## config.mk

```make
export PLATFORM = sky130hd
export DESIGN_NAME = spirv_instruction_stream_parser
export DESIGN_NICKNAME = d
export VERILOG_FILES = /design/src/sisp_pkg.sv /design/src/sisp_fifo.sv /design/src/sisp_front.sv /design/src/sisp_back.sv /design/src/spirv_instruction_stream_parser.sv
export SDC_FILE = /design/constraint.sdc
export NUM_CORES = 1
export LEC_CHECK = 0
export BUFFER_PORTS_ARGS = -buffer_cell sky130_fd_sc_hd__buf_2
export CORE_UTILIZATION = 45
export CTS_BUF_LIST = sky130_fd_sc_hd__clkbuf_16
export DETAILED_ROUTE_END_ITERATION = 10
export SYNTH_ARGS = -nofsm -noshare
export SYNTH_HDL_FRONTEND = slang
export SYNTH_SLANG_ARGS = --single-unit
```

## constraint.sdc

```tcl
create_clock -name clk -period 16.44 [get_ports clk]
set_input_delay 3.288 -clock clk [delete_from_list [all_inputs] [get_ports clk]]
set_output_delay 3.288 -clock clk [all_outputs]
set_load 0.01 [all_outputs]
```

## src/sisp_pkg.sv

```systemverilog
package sisp_pkg;

	localparam logic [31:0] SPV_MAGIC      = 32'h0723_0203;
	localparam logic [15:0] OP_VECTOR      = 16'd23;
	localparam logic [15:0] OP_POINTER     = 16'd32;
	localparam logic [15:0] OP_VARIABLE    = 16'd59;
	localparam logic [15:0] OP_DECORATE    = 16'd71;
	localparam logic [15:0] OP_MEMBER_DEC  = 16'd72;
	localparam logic [31:0] DEC_LOCATION   = 32'd30;
	localparam logic [2:0]  HDR_WORDS      = 3'd5;

	// Word classes handed from the framing front to the decode back.
	typedef enum logic [1:0] {
		TOK_MAGIC,
		TOK_HDR,
		TOK_OPWORD,
		TOK_OPERAND
	} tok_tag_t;

	typedef enum logic [2:0] {
		KIND_HEADER,
		KIND_BAD_MAGIC,
		KIND_VECTOR,
		KIND_POINTER,
		KIND_VARIABLE,
		KIND_DECORATE,
		KIND_MEMBER_DEC,
		KIND_SHORT
	} rec_kind_t;

	typedef struct packed {
		tok_tag_t    tag;
		logic [1:0]  idx;    // header field index
		logic [31:0] word;
	} token_t;

	typedef struct packed {
		rec_kind_t   kind;
		logic [31:0] field_a;
		logic [31:0] field_b;
		logic [31:0] field_c;
		logic [31:0] field_d;
		logic        has_fourth;
	} record_t;

	// Word count with zero taken as one.
	function automatic logic [15:0] word_count(input logic [31:0] w);
		logic [15:0] n;
		n = w[31:16];
		return (n == 16'd0) ? 16'd1 : n;
	endfunction

	// Minimum word count of a decoded opcode, zero when not decoded.
	function automatic logic [2:0] min_length(input logic [15:0] op);
		logic [2:0] m;
		m = 3'd0;
		if (op == OP_VECTOR || op == OP_POINTER || op == OP_VARIABLE ||
		    op == OP_MEMBER_DEC)
			m = 3'd4;
		else if (op == OP_DECORATE)
			m = 3'd3;
		return m;
	endfunction

	// Operands used, given how many are captured and the decoration word.
	function automatic logic [2:0] operands_needed(input logic [15:0] op,
	                                               input logic [15:0] len,
	                                               input logic [2:0]  opos,
	                                               input logic [31:0] cap1);
		logic [2:0] n;
		n = 3'd3;
		if (op == OP_VARIABLE)
			n = (len > 16'd4) ? 3'd4 : 3'd3;
		else if (op == OP_DECORATE)
			n = (opos >= 3'd2 && cap1 == DEC_LOCATION && len > 16'd3) ? 3'd3 : 3'd2;
		return n;
	endfunction

endpackage

```

## src/sisp_fifo.sv

```systemverilog
module sisp_fifo #(
	parameter int WIDTH = 8,
	parameter int DEPTH = 4
) (
	input  logic             clk,
	input  logic             arst_n,
	input  logic             push,
	input  logic [WIDTH-1:0] wdata,
	output logic             full,
	input  logic             pop,
	output logic [WIDTH-1:0] rdata,
	output logic             empty
);

	localparam int PW = (DEPTH > 1) ? $clog2(DEPTH) : 1;
	localparam int CW = $clog2(DEPTH + 1);
	localparam logic [PW-1:0] LAST = PW'(DEPTH - 1);
	localparam logic [CW-1:0] FULL_CNT = CW'(DEPTH);

	logic [WIDTH-1:0] mem_q [DEPTH];
	logic [PW-1:0]    wr_ptr_q, rd_ptr_q;
	logic [CW-1:0]    count_q;
	logic             do_push, do_pop;

	assign full    = (count_q == FULL_CNT);
	assign empty   = (count_q == '0);
	assign do_push = push && !full;
	assign do_pop  = pop && !empty;
	assign rdata   = mem_q[rd_ptr_q];

	always_ff @(posedge clk) begin
		if (do_push)
			mem_q[wr_ptr_q] <= wdata;
	end

	always_ff @(posedge clk or negedge arst_n) begin
		if (!arst_n) begin
			wr_ptr_q <= '0;
			rd_ptr_q <= '0;
			count_q  <= '0;
		end else begin
			if (do_push)
				wr_ptr_q <= (wr_ptr_q == LAST) ? '0 : wr_ptr_q + 1'b1;
			if (do_pop)
				rd_ptr_q <= (rd_ptr_q == LAST) ? '0 : rd_ptr_q + 1'b1;
			if (do_push && !do_pop)
				count_q <= count_q + 1'b1;
			else if (do_pop && !do_push)
				count_q <= count_q - 1'b1;
		end
	end

endmodule

```

## src/sisp_front.sv

```systemverilog
module sisp_front (
	input  logic            clk,
	input  logic            arst_n,
	input  logic            take,      // word accepted this cycle
	input  logic [31:0]     word,
	output logic            tok_push,
	output sisp_pkg::token_t tok
);

	logic [2:0]  hdr_pos_q;
	logic        halted_q;
	logic [15:0] remaining_q;

	always_comb begin
		tok.word = word;
		tok.idx  = 2'(hdr_pos_q - 3'd1);
		tok_push = take && !halted_q;
		if (hdr_pos_q == 3'd0)
			tok.tag = sisp_pkg::TOK_MAGIC;
		else if (hdr_pos_q < sisp_pkg::HDR_WORDS)
			tok.tag = sisp_pkg::TOK_HDR;
		else if (remaining_q == 16'd0)
			tok.tag = sisp_pkg::TOK_OPWORD;
		else
			tok.tag = sisp_pkg::TOK_OPERAND;
	end

	always_ff @(posedge clk or negedge arst_n) begin
		if (!arst_n) begin
			hdr_pos_q   <= '0;
			halted_q    <= 1'b0;
			remaining_q <= '0;
		end else if (tok_push) begin
			unique case (tok.tag)
				sisp_pkg::TOK_MAGIC: begin
					if (word != sisp_pkg::SPV_MAGIC)
						halted_q <= 1'b1;
					else
						hdr_pos_q <= 3'd1;
				end
				sisp_pkg::TOK_HDR:     hdr_pos_q   <= hdr_pos_q + 3'd1;
				sisp_pkg::TOK_OPWORD:  remaining_q <= sisp_pkg::word_count(word) - 16'd1;
				sisp_pkg::TOK_OPERAND: remaining_q <= remaining_q - 16'd1;
				default: ;
			endcase
		end
	end

endmodule

```

## src/sisp_back.sv

```systemverilog
module sisp_back (
	input  logic              clk,
	input  logic              arst_n,
	input  logic              fire,     // token consumed this cycle
	input  sisp_pkg::token_t  tok,
	output logic              rec_valid,
	output sisp_pkg::record_t rec
);

	logic [15:0] op_q, len_q;
	logic [2:0]  opos_q;
	logic [31:0] cap_q [4];

	logic [31:0] cap_n [4];
	logic [2:0]  opos_n, minlen_tok, minlen_cur, need_cur, need_n;
	logic [15:0] len_tok;
	logic        capture;

	always_comb begin
		for (int i = 0; i < 4; i++)
			cap_n[i] = cap_q[i];
		opos_n     = opos_q;
		capture    = 1'b0;
		rec_valid  = 1'b0;
		rec        = '0;
		len_tok    = sisp_pkg::word_count(tok.word);
		minlen_tok = sisp_pkg::min_length(tok.word[15:0]);
		minlen_cur = sisp_pkg::min_length(op_q);
		need_cur   = sisp_pkg::operands_needed(op_q, len_q, opos_q, cap_q[1]);

		if (minlen_cur != 3'd0 && len_q >= 16'(minlen_cur) && opos_q < need_cur)
			capture = 1'b1;
		if (capture) begin
			cap_n[opos_q[1:0]] = tok.word;
			opos_n = opos_q + 3'd1;
		end
		need_n = sisp_pkg::operands_needed(op_q, len_q, opos_n, cap_n[1]);

		unique case (tok.tag)
			sisp_pkg::TOK_MAGIC: begin
				rec.kind    = sisp_pkg::KIND_BAD_MAGIC;
				rec.field_a = tok.word;
				rec_valid   = (tok.word != sisp_pkg::SPV_MAGIC);
			end
			sisp_pkg::TOK_HDR: begin
				rec.kind       = sisp_pkg::KIND_HEADER;
				rec.field_a    = cap_q[0];
				rec.field_b    = cap_q[1];
				rec.field_c    = cap_q[2];
				rec.field_d    = tok.word;
				rec.has_fourth = 1'b1;
				rec_valid      = (tok.idx == 2'd3);
			end
			sisp_pkg::TOK_OPWORD: begin
				rec.kind    = sisp_pkg::KIND_SHORT;
				rec.field_a = {16'd0, tok.word[15:0]};
				rec.field_b = {16'd0, len_tok};
				rec_valid   = (minlen_tok != 3'd0) && (len_tok < 16'(minlen_tok));
			end
			sisp_pkg::TOK_OPERAND: begin
				rec.field_a = cap_n[0];
				rec.field_b = cap_n[1];
				rec.field_c = cap_n[2];
				rec_valid   = capture && (opos_n == need_n);
				unique case (op_q)
					sisp_pkg::OP_VECTOR:  rec.kind = sisp_pkg::KIND_VECTOR;
					sisp_pkg::OP_POINTER: rec.kind = sisp_pkg::KIND_POINTER;
					sisp_pkg::OP_VARIABLE: begin
						rec.kind = sisp_pkg::KIND_VARIABLE;
						if (opos_n == 3'd4) begin
							rec.field_d    = cap_n[3];
							rec.has_fourth = 1'b1;
						end
					end
					sisp_pkg::OP_DECORATE: begin
						rec.kind    = sisp_pkg::KIND_DECORATE;
						rec.field_c = '0;
						if (opos_n == 3'd3) begin
							rec.field_d    = cap_n[2];
							rec.has_fourth = 1'b1;
						end
					end
					default: rec.kind = sisp_pkg::KIND_MEMBER_DEC;
				endcase
			end
			default: ;
		endcase
	end

	// Operand capture; header fields share the same slots.
	always_ff @(posedge clk) begin
		if (fire) begin
			if (tok.tag == sisp_pkg::TOK_HDR)
				cap_q[tok.idx] <= tok.word;
			else if (tok.tag == sisp_pkg::TOK_OPERAND && capture)
				cap_q[opos_q[1:0]] <= tok.word;
		end
	end

	always_ff @(posedge clk or negedge arst_n) begin
		if (!arst_n) begin
			op_q   <= '0;
			len_q  <= '0;
			opos_q <= '0;
		end else if (fire) begin
			if (tok.tag == sisp_pkg::TOK_OPWORD) begin
				op_q   <= tok.word[15:0];
				len_q  <= len_tok;
				opos_q <= '0;
			end else if (tok.tag == sisp_pkg::TOK_OPERAND) begin
				opos_q <= opos_n;
			end
		end
	end

endmodule

```

## src/spirv_instruction_stream_parser.sv

```systemverilog
// SPIR-V instruction stream parser. Feed the module one 32-bit word per
// request on push/full, in file order, starting with the magic number; pull
// records on empty/pop. The five header words give one header record (or a
// bad-magic record, after which every word is dropped until reset). After
// that each instruction is framed by its opcode word; OpTypeVector,
// OpTypePointer, OpVariable, OpDecorate and OpMemberDecorate each give one
// record on the word that completes their last used operand, a too-short
// one gives a short-instruction record on its opcode word, and everything
// else is skipped. Throughput is one word per cycle while no queue is full:
// the framing front takes a word every cycle into a small token queue, and
// the decode back drains one token per cycle into the result queue. Records
// reach the ports via both registered queues. full rises only when the token
// queue fills, i.e. when records are not popped for a while.
module spirv_instruction_stream_parser #(
	parameter int TOKEN_DEPTH  = 4,   // words in flight between front and back
	parameter int RESULT_DEPTH = 2    // records waiting to be popped
) (
	input  logic        clk,
	input  logic        arst_n,
	input  logic        push,
	input  logic [31:0] word,
	output logic        full,
	input  logic        pop,
	output logic        empty,
	output logic [2:0]  kind,
	output logic [31:0] field_a,
	output logic [31:0] field_b,
	output logic [31:0] field_c,
	output logic [31:0] field_d,
	output logic        has_fourth
);

	localparam int TOK_W = $bits(sisp_pkg::token_t);
	localparam int REC_W = $bits(sisp_pkg::record_t);

	sisp_pkg::token_t  tok_in, tok_out;
	sisp_pkg::record_t rec_in, rec_out;
	logic              take, tok_push, tq_empty, rq_full, rq_empty, fire, rec_valid;
	logic [TOK_W-1:0]  tq_rdata;
	logic [REC_W-1:0]  rq_rdata;

	assign take = push && !full;

	// Front: header tracking and instruction framing.
	sisp_front u_front (
		.clk      (clk),
		.arst_n   (arst_n),
		.take     (take),
		.word     (word),
		.tok_push (tok_push),
		.tok      (tok_in)
	);

	sisp_fifo #(.WIDTH(TOK_W), .DEPTH(TOKEN_DEPTH)) u_tok_q (
		.clk    (clk),
		.arst_n (arst_n),
		.push   (tok_push),
		.wdata  (tok_in),
		.full   (full),
		.pop    (fire),
		.rdata  (tq_rdata),
		.empty  (tq_empty)
	);

	assign tok_out = sisp_pkg::token_t'(tq_rdata);
	// Back advances whenever it has a token and room for a possible record.
	assign fire    = !tq_empty && !rq_full;

	// Back: operand capture and record assembly.
	sisp_back u_back (
		.clk       (clk),
		.arst_n    (arst_n),
		.fire      (fire),
		.tok       (tok_out),
		.rec_valid (rec_valid),
		.rec       (rec_in)
	);

	sisp_fifo #(.WIDTH(REC_W), .DEPTH(RESULT_DEPTH)) u_rec_q (
		.clk    (clk),
		.arst_n (arst_n),
		.push   (fire && rec_valid),
		.wdata  (rec_in),
		.full   (rq_full),
		.pop    (pop),
		.rdata  (rq_rdata),
		.empty  (rq_empty)
	);

	assign rec_out    = sisp_pkg::record_t'(rq_rdata);
	assign empty      = rq_empty;
	assign kind       = rec_out.kind;
	assign field_a    = rec_out.field_a;
	assign field_b    = rec_out.field_b;
	assign field_c    = rec_out.field_c;
	assign field_d    = rec_out.field_d;
	assign has_fourth = rec_out.has_fourth;

endmodule

```

==> flow_summary.ini, run 1 <==
[run_status]
outcome = completed

[grt]
grt_pass1_wl_um = 97600
grt_usage = 0.221
grt_max_degree = 79
antenna_found_initial = 0
grt_pass1_vias = 15293
grt.overflow.total = 0

[critical_path]
critical_path_class = flip-flop to output port
cpPeakStageDelay_ns = 1.03
critPathLaunchType = flip-flop
critPathArrivalTime_ns = 3.04
critical_path_required_ns = 13.15
rr_worst_depth = 12
endpoint_kind = output port
crit_chain = buf_4, mux2_2, buf_2
r2r_slack_ns = 10.85
worst_path_max_delay_cell = dfrtp_4
crit_fanout = 69

[cts]
clkLatencyLatePin_ns = 0.62
clk_pin_slew_worst_paths_ns = 0.06
cts_tree = built
clock-sinks = 602
cts_buffers = 61
htreeDepth = 2
cts_hold_buf = 0
post_cts_resized = 0
cts_setup_buffers = 0
root_buffer = clkbuf_16
cts_buffer_depth = 3

[detailed_routing]
wire_per_inst_um = 24.4
via_per_inst = 5.85
via_count = 15809
wirelength_um = 65900
postRouteAntennaNets = 0
remaining_drc_errors = 0
first_pass_iters = 5
drt_iter0_markers = 1416

[cells_and_area]
fill_cells = 4731
fin_cells = 2702
final_cell_area_sq_um = 29800
final_nets = 1951
synthToLayoutAreaGrowth_pct = 14.2
finish.utilization = 0.525
antennaDiodeCount = 0
drive_gt1_frac = 0.268

[timing]
drv_slew = 0
fin_tns_setup_ns = 0
finalHoldViolCount = 0
worst_slew_margin_rel = 0.187
setup_viol = 0
fin_crit_sh = 0.385
fin_hold_ws_ns = 0.489
finClkSkew_ns = 0.0163
rsz0062_at_grt = false
timing.final.ws_setup_ns = 10.11
period_needed_ns = 6.33
maxClockFrequency_ghz = 0.158
tightestPinTransition_ns = 1.21

[power]
pwr-share-seq = 0.418
power_switching_share = 0.350
ir_drop_v = 0.0000964
power_switching_mw = 2.01
p_clk_frac = 0.244
power_frac_comb = 0.338
total_power_mw = 5.73
internal_power_mw = 3.73
power_density_nw_per_um2 = 192
p_leak_nw = 10.7

[floorplanning]
row_count = 87
die_height_um = 243
coreArea_sq_um = 56800
start_util = 0.460
die-area_sq_um = 59000
pin_count = 170
die_x_um = 243

[hold_path]
hold_class = flip-flop to flip-flop
hold_depth = 2

[yosys]
synthFlopType = edfxtp_1
synth_edf_count = 536
postSynthCellCount = 1732
yosys_warnings = 0
seq_area_frac_synth = 0.679
syn_nets = 1790
async_reset_ff_frac = 0.110
yosysUniqueCellTypes = 73
synth_area_per_cell_sq_um = 15.1
netlist_area_sq_um = 26100
ys_seq_elements = 602

[place]
dp_hpwl_um = 42400
post-place-ws_ns = 10.45
postPlaceCellArea_sq_um = 27800
portBuffers = 169
placed_cells = 2586
gp_congestion = 0.886

[flow_run]
max-cap-violations = 0
## placed cells by master, fill, tap and decap left out, types with 6 or more instances in the layout
| cell type | n |
|---|---|
| a21oi_1 | 62 |
| buf_2 | 169 |
| bufinv_16 | 9 |
| nor4_1 | 24 |
| a31oi_1 | 12 |
| o211ai_1 | 7 |
| clkinv_1 | 11 |
| clkbuf_16 | 63 |
| nand2b_1 | 6 |
| clkinv_2 | 9 |
| and2_1 | 9 |
| mux2_2 | 172 |
| inv_1 | 55 |
| nor3_1 | 20 |
| nand2_1 | 129 |
| nand3_1 | 20 |
| dfrtp_1 | 63 |
| ha_1 | 21 |
| xnor2_1 | 7 |
| edfxtp_1 | 536 |
| buf_4 | 30 |
| mux2i_1 | 91 |
| o21ai_0 | 67 |
| mux4_2 | 34 |
| nor2b_1 | 6 |
| a22o_1 | 43 |
| nand4_1 | 13 |
| nor2_1 | 69 |
| o31ai_1 | 7 |
| or3_1 | 7 |
| o22ai_1 | 61 |
## power by group through the flow
stage | combinational (mW) | clock (mW) | sequential [mW]
finish | 1.94 | 1.40 | 2.40
CTS | 1.95 | 1.43 | 2.40
detailed placement | 1.95 | 0 | 2.43
floorplan | 1.26 | 0 | 2.38
global route | 2.07 | 1.49 | 2.43
global placement | 1.91 | 0 | 2.42
## critical path: cells and delay by family (launching register included)
family / cells / cell delay [ns]
flip-flops: 1 / 1.03
buffers and inverters: 2 / 0.89
multiplexers: 1 / 0.42
## layout make-up
class                   instances  area [sq um]  area share
clock inverters                53           469      0.0157
clock buffers                  63          1580      0.0528
inverters                      37           139     0.00466
well taps                     756           946      0.0317
flip-flops and latches        602         17800       0.595
repair buffers                199          1070      0.0359
multi-input cells             992          7880       0.264
## synthesized netlist by cell type, types with 24 or more instances
cell / n / area, sq um
a22o_1: 43 / 377
o22ai_1: 61 / 382
buf_2: 27 / 135
mux2_2: 172 / 1940
clkbuf_1: 62 / 233
mux4_2: 34 / 766
mux2i_1: 92 / 921
nor2_1: 71 / 267
nor4_1: 24 / 150
edfxtp_1: 536 / 16100
dfrtp_1: 66 / 1650
inv_1: 36 / 135
nand2_1: 129 / 484
a21oi_1: 63 / 315
o21ai_0: 69 / 345
## layer usage
metal  part of all wire  track usage  vias up
met5                  0            0        -
li1                   -            -     7107
met1               0.45        0.320     8066
met4              0.023       0.0557        0
met3              0.057       0.0310       96
met2               0.47        0.353      540
## final timing paths
check                                    start                      to
min                           u_back.len_q[10]        u_back.len_q[10]
min in group asynchronous               arst_n  u_front.remaining_q[7]
max reg2reg                u_tok_q.rd_ptr_q[0]   u_rec_q.mem_q[1][121]
max                           u_rec_q.rd_ptr_q             field_d[31]
max in group asynchronous               arst_n        u_rec_q.rd_ptr_q
min reg2reg                   u_back.len_q[10]        u_back.len_q[10]
## state kept, by name, indices dropped and copies added, names as in the netlist
| signal | count |
|---|---|
| u_back.cap_q | 128 |
| u_tok_q.mem_q | 144 |
| u_tok_q.wr_ptr_q | 2 |
| u_rec_q.wr_ptr_q | 1 |
| u_front.hdr_pos_q | 3 |
| u_tok_q.count_q | 3 |
| u_front.halted_q | 1 |
| u_rec_q.rd_ptr_q | 1 |
| u_back.op_q | 16 |
| u_rec_q.count_q | 2 |
| u_tok_q.rd_ptr_q | 2 |
| u_back.opos_q | 3 |
| u_back.len_q | 16 |
| u_rec_q.mem_q | 264 |
| u_front.remaining_q | 16 |
## kinds of logic (layout without fill, tap and decap cells)
family / count (synthesis) / count (layout) / synth area share
flops: 602 / 602 / 0.679
mux: 298 / 298 / 0.139
xor+xnor: 11 / 11 / 0.00369
fa+ha+maj: 22 / 22 / 0.0108
buf+inv: 138 / 352 / 0.0227
simple gates: 345 / 345 / 0.0657
compound gates: 316 / 316 / 0.0789
No activity file was read; power rests on OpenSTA's default activity.
==> inputs of run 2 (changes only) <==
clock period = 6.15 ns   (was 16.44 ns; I/O delays follow)
==> run 2 against run 1 <==
Effect of this change: combinational power rose to 2.7 times the previous value; design area up 0.42%; clock power grew to 2.6 times the previous value; non-clock buffer count grew 19; sequential cell count is the same; sequential power grew to 2.7 times the previous value; die area did not move; critical path type is now flip-flop to flip-flop; critical endpoint is now u_rec_q.mem_q[0][5].
==> flow_summary.ini, run 2 (synthesized netlist as in run 1, its figures left out) <==
[place]
post-place-ws_ns = 1.11
gp_congestion = 0.872
dp_hpwl_um = 45300
portBuffers = 169

[cts]
htreeDepth = 3
clk_pin_slew_worst_paths_ns = 0.06
clock-sinks = 602
cts_tree = built
post_cts_resized = 0
cts_hold_buf = 0
cts_buffer_depth = 3
cts_setup_buffers = 0
root_buffer = clkbuf_16
cts_buffers = 66
clkLatencyLatePin_ns = 0.60

[critical_path]
crit_fanout = 31
r2r_slack_ns = 1.12
rr_worst_depth = 12
worstReg2RegStart = u_tok_q.rd_ptr_q[0]
timing.rr.end = u_rec_q.mem_q[0][5]
critical_path_class = flip-flop to flip-flop
critical_path_required_ns = 6.40
critPathLaunchType = flip-flop
endpoint_kind = flip-flop
critPathArrivalTime_ns = 5.28

[grt]
grt.overflow.total = 0
grt_pass1_vias = 15645
grt_max_degree = 70
grt_usage = 0.231
antenna_found_initial = 2
grt_pass1_wl_um = 101000

[timing]
fin_crit_sh = 0.818
drv_slew = 0
finalHoldViolCount = 0
period_needed_ns = 5.03
worst_slew_margin_rel = 0.286
timing.final.ws_setup_ns = 1.12
tightestPinTransition_ns = 1.07
maxClockFrequency_ghz = 0.199
setup_viol = 0
fin_tns_setup_ns = 0
fin_hold_ws_ns = 0.483
rsz0062_at_grt = false
finClkSkew_ns = 0.0302

[detailed_routing]
remaining_drc_errors = 0
via_per_inst = 5.92
first_pass_iters = 6
drt_iter0_markers = 1528
postRouteAntennaNets = 0
via_count = 16113
wire_per_inst_um = 25.2
wirelength_um = 68600

[floorplanning]
coreArea_sq_um = 56800
start_util = 0.460
die-area_sq_um = 59000
row_count = 87
die_height_um = 243
pin_count = 170
die_x_um = 243

[cells_and_area]
finish.utilization = 0.527
layout_commonest_cell = edfxtp_1
largest_register_ffs = 264
drive_gt1_frac = 0.273
synthToLayoutAreaGrowth_pct = 14.7
reg_top3 = u_rec_q.mem_q x264, u_tok_q.mem_q x144, u_back.cap_q x128
final_nets = 1975
final_cell_mix = edfxtp_1, mux2_2, buf_2
regMostFlops = u_rec_q.mem_q
fill_cells = 4717
antennaDiodeCount = 0

[power]
total_power_mw = 15.4
power_switching_share = 0.357
internal_power_mw = 9.89
power_frac_comb = 0.344
power_density_nw_per_um2 = 513
p_clk_frac = 0.235
ir_drop_v = 0.000297
power_switching_mw = 5.48
p_leak_nw = 10.8
pwr-share-seq = 0.420

[hold_path]
hold_depth = 2
min_to = u_back.len_q[12]
hp-start = u_back.len_q[12]
hold_class = flip-flop to flip-flop

[run_status]
outcome = completed

[flow_run]
max-cap-violations = 0
-- run 2: power groups by stage --
stage	logic [mW]	clock network (mW)	registers, mW
after floorplan	3.37	0	6.28
after global placement	5.22	0	6.51
after detailed placement	5.28	0	6.55
after CTS	5.30	3.69	6.47
after global routing	5.63	3.83	6.57
final	5.29	3.62	6.46
-- run 2: worst max path at each step --
stage,from,end,slack [ns],depth (start not counted)
6_report,u_tok_q.rd_ptr_q[0],u_rec_q.mem_q[0][5],1.12,12
5_1_grt,u_tok_q.rd_ptr_q[0],u_rec_q.mem_q[0][34],0.78,12
4_1_cts,u_tok_q.rd_ptr_q[0],u_rec_q.mem_q[0][34],1.09,12
3_5_place_dp,u_tok_q.rd_ptr_q[0],u_rec_q.mem_q[0][37],1.11,12
3_3_place_gp,u_tok_q.rd_ptr_q[0],u_rec_q.mem_q[0][49],1.12,12
2_1_floorplan,u_back.op_q[13],u_rec_q.mem_q[1][0],0.67,15
-- run 2: area by class of cell --
cell class / count / area (sq um) / share of cell area
clock buffer: 67 / 1680 / 0.0560
clock inverter: 50 / 278 / 0.00927
inverter: 37 / 139 / 0.00464
multi-input combinational: 992 / 7880 / 0.263
sequential: 602 / 17800 / 0.593
tap: 756 / 946 / 0.0316
timing repair buffer: 218 / 1290 / 0.0430
-- run 2: through the flow --
stage / instance area (sq um) / cells
final: 30000 / 2722
after global routing: 30000 / 2722
after CTS: 30000 / 2722
after floorplan: 26100 / 1732
after detailed placement: 28000 / 2605
after global placement: 28000 / 2605
-- run 2: per-layer routing --
layer  vias up  routed length, um  track usage
met3       133               4400       0.0444
met2       641              32000        0.364
met4         2               2470       0.0851
met1      8197              29800        0.320
met5         -                 13            0
li1       7140                  -            -
-- run 2: critical path, stage by stage (launching register included) --
cell and delay (ns):
dfrtp_2 0.98, buf_4 0.32, mux4_2 0.74, nor4_1 0.34, a22oi_1 0.13, nor3_1 0.15, o21ai_0 0.16, ha_1 0.23
nor4_1 0.31, a31o_1 0.24, a22oi_4 0.13, nor2_4 0.45, buf_4 0.45
